$ cat src/crmp_pkg.sv
`timescale 1ns / 1ps
// ----------------------------------------------------------------------------
// Color ramp interpolator package
// Field widths, arithmetic unit opcodes and control bundle, register indexes.
// ----------------------------------------------------------------------------
package crmp_pkg;

  // Item field widths
  localparam int POS_W     = 17;  // Q16 stop position
  localparam int CHAN_W    = 8;   // one color channel
  localparam int COLOR_W   = 4 * CHAN_W;
  localparam int SLOT_W    = 4;
  localparam int RIDX_W    = 8;   // ramp index
  localparam int FRAC_BITS = 16;

  // Configuration registers
  localparam int RAMP_W     = 9;
  localparam int STOPS_W    = 5;
  localparam int CFG_IDX_W  = 1;
  localparam int CFG_DATA_W = 9;

  localparam logic [CFG_IDX_W-1:0] CFG_RAMP_SIZE    = 1'd0;
  localparam logic [CFG_IDX_W-1:0] CFG_STOPS_IN_USE = 1'd1;

  localparam logic [RAMP_W-1:0]  RAMP_SIZE_RST    = 9'd255;
  localparam logic [STOPS_W-1:0] STOPS_IN_USE_RST = 5'd2;

  // Action codes
  localparam logic ACT_LOAD  = 1'b0;
  localparam logic ACT_QUERY = 1'b1;

  // Arithmetic widths: scaled position = pos * ramp_size
  localparam int SCL_W   = POS_W + RAMP_W;    // 26
  localparam int MUL_Y_W = RAMP_W;            // 9, also holds a channel
  localparam int ACC_W   = SCL_W + MUL_Y_W;   // 35
  localparam int SHAMT_W = 3;                 // divider bit position

  // Table entry: position over color
  localparam int ENTRY_W = POS_W + COLOR_W;

  typedef enum logic [1:0] {
    ALU_NOP,
    ALU_MUL,   // acc = x * y + addend
    ALU_MAC,   // acc = acc + x * y
    ALU_DIV    // one restoring division step against x << shamt
  } alu_op_t;

  typedef struct packed {
    alu_op_t              op;
    logic [SCL_W-1:0]     x;
    logic [MUL_Y_W-1:0]   y;
    logic [ACC_W-1:0]     addend;
    logic [SHAMT_W-1:0]   shamt;
  } alu_ctrl_t;

endpackage

$ cat src/crmp_if.sv
`timescale 1ns / 1ps
// ----------------------------------------------------------------------------
// Color ramp interpolator channels
// Valid/ready channels for input items and result items.
// ----------------------------------------------------------------------------
interface crmp_in_if;
  import crmp_pkg::*;

  logic                valid;
  logic                ready;
  logic                action;
  logic [SLOT_W-1:0]   stop_slot;
  logic [POS_W-1:0]    stop_position;
  logic [CHAN_W-1:0]   stop_red;
  logic [CHAN_W-1:0]   stop_green;
  logic [CHAN_W-1:0]   stop_blue;
  logic [CHAN_W-1:0]   stop_alpha;
  logic [RIDX_W-1:0]   ramp_index;

  modport source (
    output valid, action, stop_slot, stop_position,
           stop_red, stop_green, stop_blue, stop_alpha, ramp_index,
    input  ready
  );

  modport sink (
    input  valid, action, stop_slot, stop_position,
           stop_red, stop_green, stop_blue, stop_alpha, ramp_index,
    output ready
  );
endinterface

interface crmp_out_if;
  import crmp_pkg::*;

  logic                valid;
  logic                ready;
  logic [CHAN_W-1:0]   out_red;
  logic [CHAN_W-1:0]   out_green;
  logic [CHAN_W-1:0]   out_blue;
  logic [CHAN_W-1:0]   out_alpha;
  logic                clamped;

  modport source (
    output valid, out_red, out_green, out_blue, out_alpha, clamped,
    input  ready
  );

  modport sink (
    input  valid, out_red, out_green, out_blue, out_alpha, clamped,
    output ready
  );
endinterface

$ cat src/crmp_ram.sv
`timescale 1ns / 1ps
// ----------------------------------------------------------------------------
// Generic RAM
// One write port, one read port with registered read data.
// ----------------------------------------------------------------------------
module crmp_ram #(
  parameter int WIDTH = 8,
  parameter int DEPTH = 16
) (
  input  logic                     clk,
  input  logic                     wr_en,
  input  logic [$clog2(DEPTH)-1:0] wr_addr,
  input  logic [WIDTH-1:0]         wr_data,
  input  logic                     rd_en,
  input  logic [$clog2(DEPTH)-1:0] rd_addr,
  output logic [WIDTH-1:0]         rd_data
);

  logic [WIDTH-1:0] mem_r [DEPTH];
  logic [WIDTH-1:0] rd_data_r;

  // Write port
  always_ff @(posedge clk) begin
    if (wr_en) begin
      mem_r[wr_addr] <= wr_data;
    end
  end

  // Registered read port
  always_ff @(posedge clk) begin
    if (rd_en) begin
      rd_data_r <= mem_r[rd_addr];
    end
  end

  assign rd_data = rd_data_r;

endmodule

$ cat src/crmp_alu.sv
`timescale 1ns / 1ps
// ----------------------------------------------------------------------------
// Color ramp shared arithmetic unit
// One multiplier with accumulator and one restoring divide step.
// ----------------------------------------------------------------------------
module crmp_alu (
  input  logic                        clk,
  input  crmp_pkg::alu_ctrl_t         ctrl,
  output logic [crmp_pkg::ACC_W-1:0]  acc,
  output logic [crmp_pkg::CHAN_W-1:0] quo
);
  import crmp_pkg::*;

  logic [ACC_W-1:0]  acc_r;
  logic [ACC_W-1:0]  acc_nxt;
  logic [CHAN_W-1:0] quo_r;
  logic [CHAN_W-1:0] quo_nxt;
  logic [ACC_W-1:0]  prod;
  logic [ACC_W-1:0]  dsh;
  logic              fits;

  // Shared multiplier and shifted divisor
  assign prod = ACC_W'(ctrl.x) * ACC_W'(ctrl.y);
  assign dsh  = ACC_W'(ctrl.x) << ctrl.shamt;
  assign fits = (acc_r >= dsh);

  // Select the operation
  always_comb begin
    acc_nxt = acc_r;
    quo_nxt = quo_r;
    unique case (ctrl.op)
      ALU_NOP: ;
      ALU_MUL: acc_nxt = prod + ctrl.addend;
      ALU_MAC: acc_nxt = acc_r + prod;
      ALU_DIV: begin
        if (fits) begin
          acc_nxt = acc_r - dsh;
        end
        quo_nxt = {quo_r[CHAN_W-2:0], fits};
      end
      default: ;
    endcase
  end

  always_ff @(posedge clk) begin
    acc_r <= acc_nxt;
    quo_r <= quo_nxt;
  end

  assign acc = acc_r;
  assign quo = quo_r;

endmodule

$ cat src/color_ramp_interpolator_core.sv
`timescale 1ns / 1ps
// ----------------------------------------------------------------------------
// Color ramp interpolator
// Piecewise-linear RGBA gradient over a table of color stops.
// ----------------------------------------------------------------------------
// Usage:
//   in_ch carries load items (action 0: write one stop into a slot) and
//   query items (action 1: interpolate ramp index i). A load writes the
//   table on acceptance and gives no result. A query gives one item on out_ch.
//   The cfg_ port writes ramp_size (index 0) and stops_in_use (index 1);
//   write it only while no query is in flight.
//   A query scans the stops in order through the single table read port
//   (per stop: read, multiply, compare). Index zero and clamped ends are
//   then done; an interpolated color uses the one shared multiply/divide
//   unit for each channel in turn: two multiply-accumulates, eight
//   restoring divide steps and a store of the channel. in_ch.ready is low
//   while a query runs.
//   Reset clears the sequencer and the output valid and loads ramp_size 255
//   and stops_in_use 2; the stop table is not cleared and must be loaded.
//   A stalled receiver holds the result; the block finishes the next query
//   and waits with it until the output register frees up.
// ----------------------------------------------------------------------------
module color_ramp_interpolator_core #(
  parameter int MAX_STOPS = 16
) (
  input  logic                             clk,
  input  logic                             rst_n,
  input  logic                             cfg_we,
  input  logic [crmp_pkg::CFG_IDX_W-1:0]   cfg_index,
  input  logic [crmp_pkg::CFG_DATA_W-1:0]  cfg_wdata,
  crmp_in_if.sink                          in_ch,
  crmp_out_if.source                       out_ch
);
  import crmp_pkg::*;

  localparam int IDX_W = $clog2(MAX_STOPS);

  typedef enum logic [3:0] {
    S_IDLE,
    S_FETCH,
    S_MUL,
    S_CMP,
    S_PREP,
    S_CH_A,
    S_CH_B,
    S_DIV,
    S_SAVE,
    S_EMIT
  } state_t;

  state_t               state_r;
  logic [RAMP_W-1:0]    ramp_size_r;
  logic [STOPS_W-1:0]   stops_in_use_r;
  logic [RIDX_W-1:0]    idx_r;
  logic [IDX_W-1:0]     k_r;
  logic [IDX_W-1:0]     s_last_r;
  logic [SCL_W-1:0]     prev_scaled_r;
  logic [COLOR_W-1:0]   prev_col_r;
  logic [COLOR_W-1:0]   cur_col_r;
  logic [SCL_W-1:0]     den_r;
  logic [SCL_W-1:0]     num_r;
  logic [SCL_W-1:0]     dmn_r;
  logic [1:0]           ch_r;
  logic [SHAMT_W-1:0]   cnt_r;
  logic [COLOR_W-1:0]   res_r;
  logic                 clamp_r;
  logic                 out_valid_r;
  logic [COLOR_W-1:0]   out_col_r;
  logic                 out_clamp_r;

  logic                 in_acc;
  logic                 emit_go;
  logic                 load_wr;
  logic [ENTRY_W-1:0]   wr_entry;
  logic                 rd_en;
  logic [IDX_W-1:0]     rd_addr;
  logic [ENTRY_W-1:0]   rd_entry;
  logic [POS_W-1:0]     rd_pos;
  logic [IDX_W-1:0]     s_last;
  logic [SCL_W-1:0]     target;
  logic [SCL_W-1:0]     scaled;
  logic [SCL_W-1:0]     num_c;
  logic [CHAN_W-1:0]    chan_a;
  logic [CHAN_W-1:0]    chan_b;
  alu_ctrl_t            alu_ctrl;
  logic [ACC_W-1:0]     alu_acc;
  logic [CHAN_W-1:0]    alu_quo;

  // Handshake and table write
  assign in_ch.ready = (state_r == S_IDLE);
  assign in_acc      = in_ch.valid && in_ch.ready;
  assign load_wr     = in_acc && (in_ch.action == ACT_LOAD)
                       && (32'(in_ch.stop_slot) < MAX_STOPS);
  assign wr_entry    = {in_ch.stop_position, in_ch.stop_alpha, in_ch.stop_blue,
                        in_ch.stop_green, in_ch.stop_red};

  // Hand the finished result to the output register once it is free
  assign emit_go = (state_r == S_EMIT) && (!out_valid_r || out_ch.ready);

  // Read the stop at the scan index, or the next one while comparing
  assign rd_en   = (state_r == S_FETCH) || (state_r == S_CMP);
  assign rd_addr = (state_r == S_FETCH) ? k_r : IDX_W'(k_r + 1'b1);
  assign rd_pos  = rd_entry[ENTRY_W-1 -: POS_W];

  crmp_ram #(
    .WIDTH (ENTRY_W),
    .DEPTH (MAX_STOPS)
  ) u_stop_ram (
    .clk     (clk),
    .wr_en   (load_wr),
    .wr_addr (IDX_W'(in_ch.stop_slot)),
    .wr_data (wr_entry),
    .rd_en   (rd_en),
    .rd_addr (rd_addr),
    .rd_data (rd_entry)
  );

  // Saturate the stop count into 2..MAX_STOPS, keep the last index
  always_comb begin
    int unsigned cnt;
    cnt = 32'(stops_in_use_r);
    if (cnt < 2) begin
      cnt = 2;
    end else if (cnt > MAX_STOPS) begin
      cnt = MAX_STOPS;
    end
    s_last = IDX_W'(cnt - 1);
  end

  assign target = SCL_W'({idx_r, {FRAC_BITS{1'b0}}});
  assign scaled = alu_acc[SCL_W-1:0];
  assign num_c  = (num_r > den_r) ? den_r : num_r;
  assign chan_a = prev_col_r[{ch_r, 3'b000} +: CHAN_W];
  assign chan_b = cur_col_r[{ch_r, 3'b000} +: CHAN_W];

  // Drive the shared unit from the sequencer state
  always_comb begin
    alu_ctrl = '{op: ALU_NOP, x: '0, y: '0, addend: '0, shamt: '0};
    unique case (state_r)
      S_MUL: begin
        alu_ctrl.op = ALU_MUL;
        alu_ctrl.x  = SCL_W'(rd_pos);
        alu_ctrl.y  = ramp_size_r;
      end
      S_CH_A: begin
        alu_ctrl.op     = ALU_MUL;
        alu_ctrl.x      = dmn_r;
        alu_ctrl.y      = MUL_Y_W'(chan_a);
        alu_ctrl.addend = ACC_W'(den_r >> 1);
      end
      S_CH_B: begin
        alu_ctrl.op = ALU_MAC;
        alu_ctrl.x  = num_r;
        alu_ctrl.y  = MUL_Y_W'(chan_b);
      end
      S_DIV: begin
        alu_ctrl.op    = ALU_DIV;
        alu_ctrl.x     = den_r;
        alu_ctrl.shamt = cnt_r;
      end
      default: ;
    endcase
  end

  crmp_alu u_alu (
    .clk  (clk),
    .ctrl (alu_ctrl),
    .acc  (alu_acc),
    .quo  (alu_quo)
  );

  // Sequencer, configuration and output register
  always_ff @(posedge clk) begin
    if (!rst_n) begin
      state_r        <= S_IDLE;
      out_valid_r    <= 1'b0;
      ramp_size_r    <= RAMP_SIZE_RST;
      stops_in_use_r <= STOPS_IN_USE_RST;
    end else begin
      if (cfg_we) begin
        unique case (cfg_index)
          CFG_RAMP_SIZE:    ramp_size_r    <= cfg_wdata[RAMP_W-1:0];
          CFG_STOPS_IN_USE: stops_in_use_r <= cfg_wdata[STOPS_W-1:0];
          default: ;
        endcase
      end

      // Load a finished result, or drop the current one once taken
      if (emit_go) begin
        out_valid_r <= 1'b1;
      end else if (out_valid_r && out_ch.ready) begin
        out_valid_r <= 1'b0;
      end

      unique case (state_r)
        S_IDLE: begin
          if (in_acc && (in_ch.action == ACT_QUERY)) begin
            idx_r    <= in_ch.ramp_index;
            k_r      <= '0;
            s_last_r <= s_last;
            state_r  <= S_FETCH;
          end
        end
        S_FETCH: state_r <= S_MUL;
        S_MUL: begin
          cur_col_r <= rd_entry[COLOR_W-1:0];
          state_r   <= S_CMP;
        end
        S_CMP: begin
          if (k_r == '0) begin
            if (idx_r == '0) begin
              res_r   <= cur_col_r;
              clamp_r <= 1'b0;
              state_r <= S_EMIT;
            end else if (target < scaled) begin
              // Before the first stop
              res_r   <= cur_col_r;
              clamp_r <= 1'b1;
              state_r <= S_EMIT;
            end else begin
              prev_scaled_r <= scaled;
              prev_col_r    <= cur_col_r;
              k_r           <= IDX_W'(k_r + 1'b1);
              state_r       <= S_MUL;
            end
          end else if (target <= scaled) begin
            if ((scaled <= prev_scaled_r) || (target < prev_scaled_r)) begin
              // Zero-width segment: fraction is zero
              res_r   <= prev_col_r;
              clamp_r <= 1'b0;
              state_r <= S_EMIT;
            end else begin
              den_r   <= scaled - prev_scaled_r;
              num_r   <= target - prev_scaled_r;
              state_r <= S_PREP;
            end
          end else if (k_r == s_last_r) begin
            // Past the last stop
            res_r   <= cur_col_r;
            clamp_r <= 1'b1;
            state_r <= S_EMIT;
          end else begin
            prev_scaled_r <= scaled;
            prev_col_r    <= cur_col_r;
            k_r           <= IDX_W'(k_r + 1'b1);
            state_r       <= S_MUL;
          end
        end
        S_PREP: begin
          num_r   <= num_c;
          dmn_r   <= den_r - num_c;
          ch_r    <= '0;
          clamp_r <= 1'b0;
          state_r <= S_CH_A;
        end
        S_CH_A: state_r <= S_CH_B;
        S_CH_B: begin
          cnt_r   <= '1;
          state_r <= S_DIV;
        end
        S_DIV: begin
          if (cnt_r == '0) begin
            state_r <= S_SAVE;
          end else begin
            cnt_r <= cnt_r - 1'b1;
          end
        end
        S_SAVE: begin
          res_r[{ch_r, 3'b000} +: CHAN_W] <= alu_quo;
          if (ch_r == 2'd3) begin
            state_r <= S_EMIT;
          end else begin
            ch_r    <= ch_r + 1'b1;
            state_r <= S_CH_A;
          end
        end
        S_EMIT: begin
          // Hold until the output register is free
          if (emit_go) begin
            out_col_r   <= res_r;
            out_clamp_r <= clamp_r;
            state_r     <= S_IDLE;
          end
        end
        default: state_r <= S_IDLE;
      endcase
    end
  end

  assign out_ch.valid     = out_valid_r;
  assign out_ch.out_red   = out_col_r[0*CHAN_W +: CHAN_W];
  assign out_ch.out_green = out_col_r[1*CHAN_W +: CHAN_W];
  assign out_ch.out_blue  = out_col_r[2*CHAN_W +: CHAN_W];
  assign out_ch.out_alpha = out_col_r[3*CHAN_W +: CHAN_W];
  assign out_ch.clamped   = out_clamp_r;

  // A load item never produces a result
  a_load_no_result: assert property (@(posedge clk) disable iff (!rst_n)
    (in_acc && (in_ch.action == ACT_LOAD)) |=> !$rose(out_ch.valid))
    else $error("result raised after a load item");

  // The scan never runs past the last stop in use
  a_scan_bound: assert property (@(posedge clk) disable iff (!rst_n)
    (state_r == S_CMP) |-> (k_r <= s_last_r))
    else $error("stop scan beyond last stop");

  // Division only runs with a nonzero divisor
  a_div_nonzero: assert property (@(posedge clk) disable iff (!rst_n)
    (state_r == S_DIV) |-> (den_r != '0))
    else $error("divide step with zero divisor");

  // A query item blocks further input on the next cycle
  a_query_busy: assert property (@(posedge clk) disable iff (!rst_n)
    (in_acc && (in_ch.action == ACT_QUERY)) |=> !in_ch.ready)
    else $error("input ready right after a query item");

endmodule

$ cat src/flat_wrapper.sv
// flat-port wrapper written by rule: the top's interface ports become plain ports
module color_ramp_interpolator_core_flat import crmp_pkg::*;
#(
  parameter int MAX_STOPS = 16
)
  (clk, rst_n, cfg_we, cfg_index, cfg_wdata, in_ch_valid, in_ch_action, in_ch_stop_slot, in_ch_stop_position, in_ch_stop_red, in_ch_stop_green, in_ch_stop_blue, in_ch_stop_alpha, in_ch_ramp_index, in_ch_ready, out_ch_valid, out_ch_out_red, out_ch_out_green, out_ch_out_blue, out_ch_out_alpha, out_ch_clamped, out_ch_ready);
  crmp_in_if in_ch_i ();
  crmp_out_if out_ch_i ();
  input  logic clk;
  input  logic rst_n;
  input  logic cfg_we;
  input  logic [crmp_pkg::CFG_IDX_W-1:0] cfg_index;
  input  logic [crmp_pkg::CFG_DATA_W-1:0] cfg_wdata;
  input wire logic [$bits(in_ch_i.valid)-1:0] in_ch_valid;
  input wire logic [$bits(in_ch_i.action)-1:0] in_ch_action;
  input wire logic [$bits(in_ch_i.stop_slot)-1:0] in_ch_stop_slot;
  input wire logic [$bits(in_ch_i.stop_position)-1:0] in_ch_stop_position;
  input wire logic [$bits(in_ch_i.stop_red)-1:0] in_ch_stop_red;
  input wire logic [$bits(in_ch_i.stop_green)-1:0] in_ch_stop_green;
  input wire logic [$bits(in_ch_i.stop_blue)-1:0] in_ch_stop_blue;
  input wire logic [$bits(in_ch_i.stop_alpha)-1:0] in_ch_stop_alpha;
  input wire logic [$bits(in_ch_i.ramp_index)-1:0] in_ch_ramp_index;
  output wire logic [$bits(in_ch_i.ready)-1:0] in_ch_ready;
  output wire logic [$bits(out_ch_i.valid)-1:0] out_ch_valid;
  output wire logic [$bits(out_ch_i.out_red)-1:0] out_ch_out_red;
  output wire logic [$bits(out_ch_i.out_green)-1:0] out_ch_out_green;
  output wire logic [$bits(out_ch_i.out_blue)-1:0] out_ch_out_blue;
  output wire logic [$bits(out_ch_i.out_alpha)-1:0] out_ch_out_alpha;
  output wire logic [$bits(out_ch_i.clamped)-1:0] out_ch_clamped;
  input wire logic [$bits(out_ch_i.ready)-1:0] out_ch_ready;
  assign in_ch_i.valid = in_ch_valid;
  assign in_ch_i.action = in_ch_action;
  assign in_ch_i.stop_slot = in_ch_stop_slot;
  assign in_ch_i.stop_position = in_ch_stop_position;
  assign in_ch_i.stop_red = in_ch_stop_red;
  assign in_ch_i.stop_green = in_ch_stop_green;
  assign in_ch_i.stop_blue = in_ch_stop_blue;
  assign in_ch_i.stop_alpha = in_ch_stop_alpha;
  assign in_ch_i.ramp_index = in_ch_ramp_index;
  assign in_ch_ready = in_ch_i.ready;
  assign out_ch_valid = out_ch_i.valid;
  assign out_ch_out_red = out_ch_i.out_red;
  assign out_ch_out_green = out_ch_i.out_green;
  assign out_ch_out_blue = out_ch_i.out_blue;
  assign out_ch_out_alpha = out_ch_i.out_alpha;
  assign out_ch_clamped = out_ch_i.clamped;
  assign out_ch_i.ready = out_ch_ready;
  color_ramp_interpolator_core #(.MAX_STOPS(MAX_STOPS)) u_core (.clk(clk), .rst_n(rst_n), .cfg_we(cfg_we), .cfg_index(cfg_index), .cfg_wdata(cfg_wdata), .in_ch(in_ch_i), .out_ch(out_ch_i));
endmodule
$ cat config.mk
export PLATFORM = sky130hd
export DESIGN_NAME = color_ramp_interpolator_core_flat
export DESIGN_NICKNAME = d
export VERILOG_FILES = /design/src/crmp_pkg.sv /design/src/crmp_if.sv /design/src/crmp_ram.sv /design/src/crmp_alu.sv /design/src/color_ramp_interpolator_core.sv /design/src/flat_wrapper.sv
export SDC_FILE = /design/constraint.sdc
export NUM_CORES = 2
export LEC_CHECK = 0
export BUFFER_PORTS_ARGS = -buffer_cell sky130_fd_sc_hd__buf_2
export CAP_MARGIN = 0
export CORE_UTILIZATION = 53
export DETAILED_ROUTE_END_ITERATION = 10
export PLACE_DENSITY = 0.69
export SETUP_SLACK_MARGIN = 0.3
export SLEW_MARGIN = 20
export SYNTH_ARGS = -nofsm -noshare
export SYNTH_HDL_FRONTEND = slang
export SYNTH_SLANG_ARGS = --single-unit
$ cat constraint.sdc
create_clock -name clk -period 9.34 [get_ports clk]
set_input_delay 0.934 -clock clk [delete_from_list [all_inputs] [get_ports clk]]
set_output_delay 0.934 -clock clk [all_outputs]
set_load 0.03 [all_outputs]
==> results.md <==
* Clock skew at a little over 90 ps
* Cell Rows at between 100 and 150
* Die height at around 340 um
* Main combinational cell family by area after synthesis: multiplexers
* Crit-path slowest cell: fa_1
* DRT iter0 DRCs at about 4100
* RSZ-0062 raised after global routing: no
* TritonCTS Buffers at roughly 120
* Post-synthesis sequential area ratio at between 50 and 60%
* Vias in the first global route at 36700
* Post-synthesis compound-gate area fraction at under 10%
* Final wirelength at 155 mm
* Hold_ws at about 410 ps
* Max-slew violation count at 0
* Crit path required time at 9840 ps
* Starting Density at between 50% and 60%
* Pin count of the biggest net entering global routing at around 150
* Tightest Pin Transition at about 1100 ps
* Sum Neg Setup Slack at 0 ps
* Xor/xnor cell area share of the yosys netlist at 2.27%
* Worst min path class: input pin to flip-flop
* H-tree Lvls at 3
* Hold path depth at 3
* Beginning of the critical path: u_core.state_r[3]$_SDFFE_PN0P_
* Area growth syn-to-layout at 11.4%
* Setup CP Type: flip-flop to flip-flop
* Yosys warns at 0
* Register clock-pin slew on the reported worst setup and hold paths at ~60 ps
* Final hold vios at 0
* Yosys reg bits at about 1200
* Tmin final at ~8600 ps
* Multi-input gate area at about 24000 um2
* Post-synth EDFFs at 1131
* Worst path arrival time at about 9100 ps
* Final ANT Viol Nets at 0
* Avg Cell Area, Syn at 14.1 um2
* Startpoint types: flip-flop
* Die area at 114000 um2
* Status: completed
* Max-Cap Viols at 0
* GRT Total Usage at between 20% and 30%
* Seq. cell area at roughly 34000 um2
* Period utilization at between 90 and 100%
* Share of synthesized area spent on multiplexers at a little under an eighth
* Total core area at roughly 110000 um2
* Maximum vdd ir drop at roughly 0.00019 V
* DRC at 0
* Post-synth top flop: edfxtp_1
* Reg2reg path depth at 34
* CP endpoint kind: flip-flop
* Fillers at 8674
* Wire per inst at roughly 26 um
* Share of post-route cells with drive strength above 1 at approximately 16%
* Origin of the critical flop-to-flop path: u_core.state_r[3]$_SDFFE_PN0P_
* Yosys cell types at a little over 80
* Total grt overflow at 0
* Area share of fa/ha/maj cells after synthesis at a little over a tenth
* Nets@finish at 4888
* CP max FO at 17
* Gp weighted congestion at between 0.9 and 1
* Pleak at about 24 nW
* Vias at 36900
* Global-route wire length before repair at around 230 mm
* Post-Synth Simple-Gate Area at 7.34%
* Top Ports at 112
* Post-DP HPWL at 101 mm
* CTS tree: built
* CP peak stage delay at ~570 ps
* Synthesized area at slightly below 60000 um2
* Cells after Synth at ~4200
* Die span in x at about 340 um
* Hold Crit Start: cfg_wdata[6]
* CTS root buf: clkbuf_16
* Slew margin rel. at 24.2%
* Clock Tree Buf Depth at 3
* Clk Latency, worst-skew pair at 750 ps
* Port bufs at ~110
* Fraction of registers with async set/reset at 0%
* CTS sink cnt at roughly 1200
* Via density at slightly above 6
* Initial antenna violation count at 16
* Max Freq at 116 MHz
* Drt first pass iters at 7
* Final setup vio count at 0
* Power density cells at 202 nW/um2
==> where the power goes <==
group	leakage [nW]	internal, mW	switching (mW)
registers	10.4	5.92	0.160
clock network	1.85	2.65	1.99
logic	11.8	1.18	1.52
==> cells by family (layout without fill, tap and decap cells) <==
family	count (synthesis)	count (layout)
XOR/XNOR	154	154
buffers and inverters	502	779
AND/OR/NAND/NOR	963	963
flip-flops	1150	1150
AO/OA/AOI/OAI	675	675
multiplexers	378	378
other	2	11
adder cells (fa/ha/maj)	402	402
==> stage by stage <==
step | std cells | worst slack, ps | power (mW) | area [um2] | utilization (%)
floorplan | 4233 | 759 | 8.00 | 59700 | -
CTS | 5989 | 384 | 13.5 | 66300 | 59.6
global placement | 5771 | 476 | 8.81 | 62400 | 56.2
global route | 5998 | 288 | 13.9 | 66500 | 59.8
detailed placement | 5771 | 363 | 8.84 | 62400 | 56.2
finish | 6000 | 714 | 13.4 | 66500 | 59.8
==> placed cells by master, fill, tap and decap left out, types with 34 or more instances in the layout <==
cell       instances
edfxtp_1        1131
o21a_1            34
o21ai_0          200
buf_4            100
clkbuf_16        116
nor2_1           262
nand3_1           51
inv_1            335
xor2_1            49
nand2_1          369
ha_1             227
xnor2_1          102
mux2i_1          106
a21oi_1          170
fa_1             173
nand2b_1          48
a21o_1            63
mux4_2           261
buf_2            112
==> cells in the mapped netlist, types with 24 or more instances <==
cell type | count | area (um2)
mux2i_1 | 108 | 1080
nand2b_1 | 48 | 300
nor3_1 | 36 | 180
fa_1 | 173 | 3460
nor2_1 | 277 | 1040
o21ai_0 | 201 | 1010
clkbuf_1 | 101 | 379
xor2_1 | 49 | 429
nand4_1 | 25 | 156
nor2b_1 | 27 | 169
o21a_1 | 35 | 263
a21oi_1 | 176 | 881
inv_1 | 335 | 1260
a21o_1 | 63 | 473
mux4_2 | 261 | 5880
nand3_1 | 51 | 255
and3_1 | 30 | 188
edfxtp_1 | 1131 | 34000
nand2_1 | 369 | 1390
o21ai_1 | 24 | 120
xnor2_1 | 104 | 911
ha_1 | 229 | 2870
==> layer usage <==
layer	vias to the layer above	share of wire, %	GRT usage (%)
met5	-	0.043	0
met3	302	9.0	4.93
met2	1714	47	43.7
met1	18700	41	38.5
met4	12	3.5	9.36
li1	16200	-	-
==> worst max-delay path, delay by kind of cell, from the launching register on <==
family,cells,cell delay [ps]
compound gates,14,2770
fa+ha+maj,6,2520
simple gates,7,1300
mux,2,810
buf+inv,4,400
flops,1,310
xor+xnor,1,250
==> path summary, 6_finish.rpt <==
kind	to	slack, ps
setup / recovery	u_core.u_alu.acc[26]$_DFFE_PP_	710
hold / removal	u_core.ramp_size_r[6]$_SDFFE_PN1P_	410
setup reg to reg	u_core.u_alu.acc[26]$_DFFE_PP_	710
hold reg to reg	u_core.cur_col_r[29]$_DFFE_PP_	420
==> state kept, by name, indices dropped and copies added, names as in the netlist, 2 cells and up <==
signal and count:
u_core.idx_r 8, u_core.res_r 32, u_core.k_r 4, u_core.dmn_r 26, u_core.prev_scaled_r 26, u_core.u_alu.quo 8
u_core.s_last_r 4, u_core.num_r 26, u_core.u_stop_ram.mem_r 784, u_core.cnt_r 3, u_core.cur_col_r 32, u_core.stops_in_use_r 5
u_core.ch_r 2, u_core.ramp_size_r 9, u_core.u_alu.acc 35, u_core.u_stop_ram.rd_data 49, u_core.prev_col_r 32, u_core.den_r 26
u_core.state_r 4, u_core.out_col_r 32
==> cell type report <==
type	count	share of cell area, %
clock inverter	81	1.24
antenna	2	0.00753
tap	1488	2.80
sequential	1150	51.7
multi-input combinational	2581	35.6
inverter	338	1.92
clock buffer	137	4.49
timing repair buffer	223	2.29
==> repair_timing <==
action                                  4_1_cts  5_1_grt
hold endpoints to repair                      0        0
hold buffers                                  0        0
buffers inserted                              0        9
pin swaps                                     0        2
endpoints found under the setup margin        1       12
gates resized for setup                       2       20
No activity file was read; power rests on OpenSTA's default activity.
